$ cat config.mk
export PLATFORM = sky130hd
export DESIGN_NAME = character_range_expander
export DESIGN_NICKNAME = d
export VERILOG_FILES = /design/src/rtl/cre_pkg.sv /design/src/rtl/cre_queue.sv /design/src/rtl/cre_front.sv /design/src/rtl/cre_back.sv /design/src/rtl/character_range_expander.sv
export SDC_FILE = /design/constraint.sdc
export NUM_CORES = 1
export LEC_CHECK = 0
export BUFFER_PORTS_ARGS = -buffer_cell sky130_fd_sc_hd__buf_4
export CORE_MARGIN = 5
export CORE_UTILIZATION = 45
export CTS_CLUSTER_SIZE = 8
export DETAILED_ROUTE_END_ITERATION = 8
export GPL_TIMING_DRIVEN = 0
export HOLD_SLACK_MARGIN = 0.06
export SLEW_MARGIN = 20
export SYNTH_ARGS = -nofsm -noshare
export SYNTH_HDL_FRONTEND = slang
export SYNTH_SLANG_ARGS = --single-unit
$ cat constraint.sdc
create_clock -name clk -period 3.8 [get_ports clk]
set_input_delay 0.76 -clock clk [delete_from_list [all_inputs] [get_ports clk]]
set_output_delay 0.76 -clock clk [all_outputs]
set_load 0.05 [all_outputs]
$ cat src/rtl/cre_pkg.sv
// ----------------------------------------------------------------------------
// cre_pkg
// Types, constants and helpers shared by the range expander modules.
// ----------------------------------------------------------------------------
`default_nettype none

package cre_pkg;

	localparam logic [7:0] CHAR_HYPHEN = 8'h2D;
	localparam logic [7:0] CHAR_LOWER_A = 8'h61;
	localparam logic [7:0] CHAR_LOWER_Z = 8'h7A;
	localparam logic [7:0] CHAR_UPPER_A = 8'h41;
	localparam logic [7:0] CHAR_UPPER_Z = 8'h5A;
	localparam logic [7:0] CHAR_DIGIT_0 = 8'h30;
	localparam logic [7:0] CHAR_DIGIT_9 = 8'h39;
	localparam logic [7:0] CHAR_NUL = 8'h00;

	// Default depth of the command queue between front and back.
	localparam int QUEUE_DEPTH = 2;

	typedef enum logic [1:0] {
		CLS_NONE,
		CLS_LOWER,
		CLS_UPPER,
		CLS_DIGIT
	} cls_t;

	typedef enum logic [1:0] {
		B_IDLE,
		B_RANGE,
		B_LAST
	} back_phase_t;

	// One command word: an optional run rng_lo..rng_hi, then an optional
	// single result (character, hyphen or empty marker).
	typedef struct packed {
		logic       rng_v;
		logic [7:0] rng_lo;
		logic [7:0] rng_hi;
		logic       last_v;
		logic [7:0] last_char;
		logic       last_present;
		logic       eol;
	} cmd_t;

	function automatic cls_t char_class(input logic [7:0] c);
		cls_t r;
		r = CLS_NONE;
		if (c >= CHAR_LOWER_A && c <= CHAR_LOWER_Z) begin
			r = CLS_LOWER;
		end else if (c >= CHAR_UPPER_A && c <= CHAR_UPPER_Z) begin
			r = CLS_UPPER;
		end else if (c >= CHAR_DIGIT_0 && c <= CHAR_DIGIT_9) begin
			r = CLS_DIGIT;
		end
		return r;
	endfunction

endpackage

`default_nettype wire

$ cat src/rtl/cre_queue.sv
// ----------------------------------------------------------------------------
// cre_queue
// Short register queue of command words between the front and the back.
// ----------------------------------------------------------------------------
`default_nettype none

module cre_queue
	import cre_pkg::*;
#(
	parameter int DEPTH = QUEUE_DEPTH
) (
	input  wire logic clk,
	input  wire logic arst_n,
	input  wire logic wr,
	input  wire cmd_t wr_data,
	output logic      full,
	input  wire logic rd,
	output cmd_t      rd_data,
	output logic      empty
);

	localparam int PW = (DEPTH > 1) ? $clog2(DEPTH) : 1;
	localparam int CW = $clog2(DEPTH + 1);
	localparam logic [PW-1:0] LAST_IDX = PW'(DEPTH - 1);
	localparam logic [CW-1:0] FULL_CNT = CW'(DEPTH);

	cmd_t          mem_q [DEPTH];
	logic [PW-1:0] wptr_q;
	logic [PW-1:0] rptr_q;
	logic [CW-1:0] cnt_q;
	logic          do_wr;
	logic          do_rd;

	assign full    = (cnt_q == FULL_CNT);
	assign empty   = (cnt_q == '0);
	assign do_wr   = wr && !full;
	assign do_rd   = rd && !empty;
	assign rd_data = mem_q[rptr_q];

	// Store the incoming word
	always_ff @(posedge clk) begin
		if (do_wr) begin
			mem_q[wptr_q] <= wr_data;
		end
	end

	// Advance pointers and count
	always_ff @(posedge clk or negedge arst_n) begin
		if (!arst_n) begin
			wptr_q <= '0;
			rptr_q <= '0;
			cnt_q  <= '0;
		end else begin
			if (do_wr) begin
				wptr_q <= (wptr_q == LAST_IDX) ? '0 : wptr_q + PW'(1);
			end
			if (do_rd) begin
				rptr_q <= (rptr_q == LAST_IDX) ? '0 : rptr_q + PW'(1);
			end
			if (do_wr && !do_rd) begin
				cnt_q <= cnt_q + CW'(1);
			end else if (do_rd && !do_wr) begin
				cnt_q <= cnt_q - CW'(1);
			end
		end
	end

endmodule

`default_nettype wire

$ cat src/rtl/cre_front.sv
// ----------------------------------------------------------------------------
// cre_front
// Accepts characters, tracks hyphen state and classifies each character into
// a command word for the back end.
// ----------------------------------------------------------------------------
`default_nettype none

module cre_front
	import cre_pkg::*;
(
	input  wire logic       clk,
	input  wire logic       arst_n,
	input  wire logic       push,
	input  wire logic [7:0] in_char,
	input  wire logic       end_of_line,
	input  wire logic       q_full,
	output logic            full,
	output logic            q_wr,
	output cmd_t            q_data
);

	logic [7:0] prev_q;
	logic       pend_q;
	logic [7:0] cbh_q;

	logic       accept;
	logic       is_hyphen;
	cls_t       cls_c;
	cls_t       cls_b;
	cls_t       cls_p;
	logic [7:0] cbh_next;

	assign full      = q_full;
	assign accept    = push && !q_full;
	assign is_hyphen = (in_char == CHAR_HYPHEN);
	assign cls_c     = char_class(in_char);
	assign cls_b     = char_class(cbh_q);
	assign cls_p     = char_class(prev_q);
	assign cbh_next  = cbh_q + 8'd1;

	// Classify the character into a command word
	always_comb begin
		q_data              = '0;
		q_data.rng_lo       = CHAR_HYPHEN;
		q_data.rng_hi       = CHAR_HYPHEN;
		q_data.eol          = end_of_line;
		// resolve a held hyphen against this character
		if (pend_q && cls_b != CLS_NONE) begin
			if (cls_c == cls_b && in_char > cbh_q) begin
				if (in_char != cbh_next) begin
					q_data.rng_v  = 1'b1;
					q_data.rng_lo = cbh_next;
					q_data.rng_hi = in_char - 8'd1;
				end
			end else begin
				q_data.rng_v = 1'b1;
			end
		end
		// the character itself, a trailing hyphen, or the empty marker
		if (!is_hyphen) begin
			q_data.last_v       = 1'b1;
			q_data.last_char    = in_char;
			q_data.last_present = 1'b1;
		end else if (end_of_line) begin
			if (cls_p != CLS_NONE) begin
				q_data.last_v       = 1'b1;
				q_data.last_char    = CHAR_HYPHEN;
				q_data.last_present = 1'b1;
			end else if (!q_data.rng_v) begin
				q_data.last_v       = 1'b1;
				q_data.last_char    = CHAR_NUL;
				q_data.last_present = 1'b0;
			end
		end
	end

	// Drop words that cause no result
	assign q_wr = accept && (q_data.rng_v || q_data.last_v);

	// Update line state; end of line returns to reset values
	always_ff @(posedge clk or negedge arst_n) begin
		if (!arst_n) begin
			prev_q <= CHAR_NUL;
			pend_q <= 1'b0;
			cbh_q  <= CHAR_NUL;
		end else if (accept) begin
			if (end_of_line) begin
				prev_q <= CHAR_NUL;
				pend_q <= 1'b0;
				cbh_q  <= CHAR_NUL;
			end else begin
				prev_q <= in_char;
				pend_q <= is_hyphen;
				if (is_hyphen) begin
					cbh_q <= prev_q;
				end
			end
		end
	end

endmodule

`default_nettype wire

$ cat src/rtl/cre_back.sv
// ----------------------------------------------------------------------------
// cre_back
// Carries out command words: walks character runs one result per cycle when
// not stalled by a full output register, and holds each result there until popped.
// ----------------------------------------------------------------------------
`default_nettype none

module cre_back
	import cre_pkg::*;
(
	input  wire logic       clk,
	input  wire logic       arst_n,
	input  wire cmd_t       q_data,
	input  wire logic       q_empty,
	output logic            q_rd,
	input  wire logic       pop,
	output logic            empty,
	output logic [7:0]      out_char,
	output logic            char_present,
	output logic            run_end,
	output logic            line_end
);

	back_phase_t phase_q;
	back_phase_t phase_d;
	cmd_t        cmd_q;
	logic [7:0]  cur_q;
	logic [7:0]  cur_d;

	logic        ov_q;
	logic [7:0]  char_q;
	logic        present_q;
	logic        run_end_q;
	logic        line_end_q;

	logic        adv;
	logic        emit;
	logic        finish;
	logic        load;
	logic        range_done;
	logic [7:0]  e_char;
	logic        e_present;
	logic        e_run;
	logic        e_line;

	assign adv        = !ov_q || pop;
	assign range_done = (cur_q == cmd_q.rng_hi);

	// Next phase and the result to emit
	always_comb begin
		phase_d   = phase_q;
		cur_d     = cur_q;
		emit      = 1'b0;
		finish    = 1'b0;
		e_char    = cur_q;
		e_present = 1'b1;
		e_run     = 1'b0;
		e_line    = 1'b0;
		unique case (phase_q)
			B_IDLE: begin
				finish = 1'b1;
			end
			B_RANGE: begin
				if (adv) begin
					emit   = 1'b1;
					e_run  = range_done && !cmd_q.last_v;
					e_line = range_done && !cmd_q.last_v && cmd_q.eol;
					if (range_done) begin
						if (cmd_q.last_v) begin
							phase_d = B_LAST;
						end else begin
							finish = 1'b1;
						end
					end else begin
						cur_d = cur_q + 8'd1;
					end
				end
			end
			B_LAST: begin
				if (adv) begin
					emit      = 1'b1;
					e_char    = cmd_q.last_char;
					e_present = cmd_q.last_present;
					e_run     = 1'b1;
					e_line    = cmd_q.eol;
					finish    = 1'b1;
				end
			end
			default: begin
				finish = 1'b1;
			end
		endcase
		load = finish && !q_empty;
		if (load) begin
			phase_d = q_data.rng_v ? B_RANGE : B_LAST;
			cur_d   = q_data.rng_lo;
		end else if (finish) begin
			phase_d = B_IDLE;
		end
	end

	assign q_rd = load;

	// Hold the sequencer state
	always_ff @(posedge clk or negedge arst_n) begin
		if (!arst_n) begin
			phase_q <= B_IDLE;
		end else begin
			phase_q <= phase_d;
		end
	end

	// Latch command payload and run position
	always_ff @(posedge clk) begin
		if (load) begin
			cmd_q <= q_data;
		end
		cur_q <= cur_d;
	end

	// Output register: fill on emit, drain on pop
	always_ff @(posedge clk or negedge arst_n) begin
		if (!arst_n) begin
			ov_q <= 1'b0;
		end else if (emit) begin
			ov_q <= 1'b1;
		end else if (pop) begin
			ov_q <= 1'b0;
		end
	end

	always_ff @(posedge clk) begin
		if (emit) begin
			char_q     <= e_char;
			present_q  <= e_present;
			run_end_q  <= e_run;
			line_end_q <= e_line;
		end
	end

	assign empty        = !ov_q;
	assign out_char     = char_q;
	assign char_present = present_q;
	assign run_end      = run_end_q;
	assign line_end     = line_end_q;

endmodule

`default_nettype wire

$ cat src/rtl/character_range_expander.sv
// ----------------------------------------------------------------------------
// character_range_expander
// Expands shorthand character ranges such as a-e into abcde, one line at a
// time.
//
// Characters are pushed one word per cycle while full is low, and results
// are popped from a queue-style output. The block keeps a rate of one result
// per cycle while results are popped; a range a-z is walked by the back end
// one generated character at a time, so the input can see full while the
// back end walks the run (up to 25 results for one input word). The rate is
// set by the back end's run counter, which produces one result per cycle
// while its output register is free or popped; the front end classifies the
// next characters meanwhile until the command queue between the two fills.
// A hyphen is held until the following character arrives, so its results
// appear with that character's. Every line ends with a result marked
// line_end, an empty marker (char_present low) when the last input word of
// the line yields no character. There is no startup sweep.
`default_nettype none

module character_range_expander
	import cre_pkg::*;
#(
	parameter int QDEPTH = QUEUE_DEPTH
) (
	input  wire logic       clk,
	input  wire logic       arst_n,
	input  wire logic       push,
	output logic            full,
	input  wire logic [7:0] in_char,
	input  wire logic       end_of_line,
	output logic            empty,
	input  wire logic       pop,
	output logic [7:0]      out_char,
	output logic            char_present,
	output logic            run_end,
	output logic            line_end
);

	logic q_wr;
	logic q_full;
	logic q_rd;
	logic q_empty;
	cmd_t q_wdata;
	cmd_t q_rdata;

	// Classify incoming characters
	cre_front u_front (
		.clk         (clk),
		.arst_n      (arst_n),
		.push        (push),
		.in_char     (in_char),
		.end_of_line (end_of_line),
		.q_full      (q_full),
		.full        (full),
		.q_wr        (q_wr),
		.q_data      (q_wdata)
	);

	// Buffer command words between the two halves
	cre_queue #(
		.DEPTH (QDEPTH)
	) u_queue (
		.clk     (clk),
		.arst_n  (arst_n),
		.wr      (q_wr),
		.wr_data (q_wdata),
		.full    (q_full),
		.rd      (q_rd),
		.rd_data (q_rdata),
		.empty   (q_empty)
	);

	// Emit results
	cre_back u_back (
		.clk          (clk),
		.arst_n       (arst_n),
		.q_data       (q_rdata),
		.q_empty      (q_empty),
		.q_rd         (q_rd),
		.pop          (pop),
		.empty        (empty),
		.out_char     (out_char),
		.char_present (char_present),
		.run_end      (run_end),
		.line_end     (line_end)
	);

endmodule

`default_nettype wire

==> results.md <==
* Global-route usage over all layers at 16.5%
* Vias in the first global route at 3,476
* Dpl hpwl at 8050 um
* CTS tree: built
* Post-synthesis compound-gate area fraction at 7.71%
* Sw Pwr at about 1700 uW
* Crit. Startpoint: u_front.cbh_q[0]
* Wire length per cell at 17.2 um
* Finished Core Util at a little over half
* Pint at between 3000 and 4000 uW
* Maximum operating frequency at a little over 0.3 GHz
* Critical path class: flip-flop to flip-flop
* Type of destination of the critical path: flip-flop
* Final setup skew at 7.98 ps
* Kind of cell adding the most delay to the critical path: compound AO/OA/AOI/OAI gates
* Peak fanout along the critical path at 28
* Via-to-Cell Ratio at between 5 and 6
* Class of the tightest hold or removal check: input port to async pin
* Number of buffers inserted by post-CTS setup repair at 0
* Final period util at between 80 and 90%
* Final weighted congestion in routability-driven placement at between 0.8 and 0.9
* Clock-pin slew on the worst setup and hold paths at ~50 ps
* Max rail drop VDD at 0.000240 V
* Area occupied by multi-input gates at 0.00210 mm^2
* Share of total power in combinational logic at 30.5%
* Mapped Avg Cell Area at between 10 and 15 um^2
* Number of core rows at a little over 40
* Post-CTS sizing at 0
* CP Data Arrival Time at 3350 ps
* Cell type of the slowest stage on the worst timing path: sky130_fd_sc_hd__and2_2
* Area inside the core boundary at 0.0125 mm^2
* Fraction of registers with async set or reset after synthesis at 20.3%
* Routed WL at 11,300 um
* Number of hold-slack violations in the final timing report at 0
* Buf+Inv Stages, Crit Path at 2
* TritonCTS Buffers at 17
* Height of the die at around 120 um
* Result of the run: finished clean
* Dominant combinational cell family by area after synthesis: simple AND/OR/NAND/NOR gates
* Net count of the finished layout at a little over 500
* Post-Syn Area at 0.00568 mm^2
* Gate count of the mapped netlist at 424
* Drt first pass iters at 5
* Share of final-layout standard cells stronger than drive strength 1 at 21.0%
* Reg2reg path depth at 8
* Final antenna-violating net count at 0
* Flop pwr share at 42.4%
* Final critical-path required period at between 3000 and 4000 ps
* Starting Density at between 40% and 50%
* Adder and majority gate portion of the synthesized area at 3.97%
* Tightest slew margin relative to the limit at 34.1%
* Worst reg2reg path endpoint: u_queue.mem_q[1][25]
* Number of antenna violations at the first check in global routing at 0
* Area of the die at 0.0150 mm^2
* Setup repair after global routing missed its margin: no
* Max-slew violation total from the final report at 0
* GRT overflow at 0
* Net switching share of the total power at 33.0%
* Max-capacitance violation count at 0
* Dominant synthesized flop cell: sky130_fd_sc_hd__edfxtp_1
* Static Leak at about 0.0024 uW
* Count of vias placed by the detailed router at 3,431
* Fraction of synthesized area in multiplexers at 8.77%
* Number of inserted filler cells in the final layout at 1,087
* Slew @ Worst Pin at 987 ps
* Layout overhead on the synthesized area at 16.9%
* Clock Sink Count at around 120
* Violation count after the first detailed-route iteration at between 200 and 300
* Number of synthesized flops with an enable pin at 94
* Yosys Warn Count at 0
* Cts-stage hold buffer count at 0
* Clk pwr share at 27.1%
* Crit-path max cell delay at 690 ps
* Seq. cell area at 0.00342 mm^2
* Ordered cell list for the critical path: clkbuf_1, inv_1, ha_1, o21ai_1, a2111oi_2, o21ai_1, a31oi_1, and2_2
* Number of register bits inferred by synthesis at between 100 and 150
* Most frequent cells in the layout: 94 x sky130_fd_sc_hd__edfxtp_1, 30 x sky130_fd_sc_hd__mux2_2, 28 x sky130_fd_sc_hd__nand2_1
* Most Frequent Cell on Critical Path: sky130_fd_sc_hd__o21ai_1
* Ratio of total power to cell area at between 700 and 800 mW/mm^2
* Element type at the critical path start: flip-flop
* Count of distinct cell types in the synthesized netlist at 60
* CTS Root Buffer Type: sky130_fd_sc_hd__clkbuf_16
* Die boundary width at 122 um
* Commonest non-fill, non-tap cell in the layout: sky130_fd_sc_hd__edfxtp_1
* Hold WS at approximately 250 ps
* Largest net degree at the start of global routing at 29
* Antenna Diode Count at 0
* Simple-gate portion of the synthesized area at about a tenth
* Wire length of the first global-routing pass at 18,500 um
* Top Ports at 26
* Number of levels in the clock H-tree at 4
* Start of the worst register-to-register path: u_front.cbh_q[0]
* Clk buf depth at 2
* Final setup violation count at 0
* Worst-case register-to-register setup slack at 490 ps
* Clock latency at the later pin of the worst-skew pair at 410 ps
* Count of input and output buffers at 25
* Worst Path Required at 3840 ps
* Area share of xor/xnor cells in the synthesized design at between 5 and 6%
* Share of synthesized area occupied by flip-flops and latches at between 60 and 70%
* Remaining DRCs at 0
## stage by stage
stage	total power [uW]	TNS [ps]	area [um^2]	setup WS [ps]	cells
after floorplan	3290	0	5690	292	427
after global placement	3720	-24410	6090	-874	624
after detailed placement	3760	0	6120	176	625
after CTS	5160	0	6640	483	657
after global routing	5380	0	6640	190	657
final	5090	0	6640	487	657
## how the worst max path moves through the flow
stage / to / slack, ps / depth (start not counted)
after floorplan: u_queue.mem_q[0][0] / 290 / 8
after global placement: u_queue.mem_q[0][18] / -870 / 8
after detailed placement: u_queue.mem_q[1][22] / 180 / 9
after CTS: u_queue.mem_q[1][15] / 480 / 8
after global routing: u_queue.mem_q[1][18] / 190 / 8
final: u_queue.mem_q[1][25] / 490 / 8
## synthesized netlist by cell type (5+ instances only)
library cell | number | share of area, %
sky130_fd_sc_hd__clkbuf_1 | 13 | 0.86
sky130_fd_sc_hd__a21o_1 | 5 | 0.66
sky130_fd_sc_hd__nand2_1 | 28 | 1.9
sky130_fd_sc_hd__nor2b_1 | 5 | 0.55
sky130_fd_sc_hd__ha_1 | 18 | 4.0
sky130_fd_sc_hd__a22o_1 | 8 | 1.2
sky130_fd_sc_hd__nor3_1 | 10 | 0.88
sky130_fd_sc_hd__edfxtp_1 | 94 | 50
sky130_fd_sc_hd__nand4_1 | 10 | 1.1
sky130_fd_sc_hd__buf_2 | 7 | 0.62
sky130_fd_sc_hd__a21oi_1 | 10 | 0.88
sky130_fd_sc_hd__inv_1 | 17 | 1.1
sky130_fd_sc_hd__o31ai_1 | 5 | 0.66
sky130_fd_sc_hd__nor2_1 | 14 | 0.93
sky130_fd_sc_hd__mux2i_1 | 16 | 2.8
sky130_fd_sc_hd__nand3_1 | 8 | 0.71
sky130_fd_sc_hd__xor2_1 | 18 | 2.8
sky130_fd_sc_hd__xnor2_1 | 15 | 2.3
sky130_fd_sc_hd__dfrtp_1 | 24 | 11
sky130_fd_sc_hd__o21ai_0 | 10 | 0.88
sky130_fd_sc_hd__mux2_2 | 30 | 5.9
## cells by family after synthesis
| group | count (synthesis) |
|---|---|
| XOR/XNOR | 35 |
| multiplexers | 46 |
| buffers and inverters | 40 |
| AO/OA/AOI/OAI | 60 |
| other | 1 |
| adder cells (fa/ha/maj) | 18 |
| AND/OR/NAND/NOR | 106 |
| flip-flops | 118 |
## layout make-up
type	count	area share, %
clock buffer	27	7.43
sequential	118	51.6
clock inverter	5	0.358
timing repair buffer	26	3.13
multi-input combinational	269	31.7
tap	172	3.24
inverter	18	1.02
buffer	22	1.58
## power by group through the flow
stage	clock, uW	combinational [uW]	sequential [uW]
after floorplan	0	967	2320
after global placement	0	1540	2180
after detailed placement	0	1580	2180
after CTS	1410	1590	2160
after global routing	1480	1700	2200
final	1380	1560	2160
## worst register-to-register path: stages, from the launching register on
cell and delay, ps:
sky130_fd_sc_hd__dfrtp_1 420, sky130_fd_sc_hd__clkbuf_1 230, sky130_fd_sc_hd__inv_1 100, sky130_fd_sc_hd__ha_1 160
sky130_fd_sc_hd__o21ai_1 90, sky130_fd_sc_hd__a2111oi_2 510, sky130_fd_sc_hd__o21ai_1 250, sky130_fd_sc_hd__a31oi_1 470
sky130_fd_sc_hd__and2_2 700
## per-layer routing
layer	global-route usage [%]	up-vias	wire length, um
li1	-	1674	-
met1	21.1	1656	5120
met2	26.5	86	5470
met3	4.42	15	525
met4	7.35	0	173
met5	0	-	0
## flip-flops by register name (all words and copies together), names as in the netlist
name	flops
u_back.char_present	1
u_queue.cnt_q	2
u_front.cbh_q	8
u_front.prev_q	8
u_front.pend_q	1
u_back.cur_q	8
u_back.line_end	1
u_back.run_end	1
u_queue.mem_q	56
u_back.out_char	8
u_back.ov_q	1
u_queue.wptr_q	1
u_queue.rptr_q	1
u_back.phase_q	2
u_back.cmd_q	19
(Power assumes the default switching activity.)
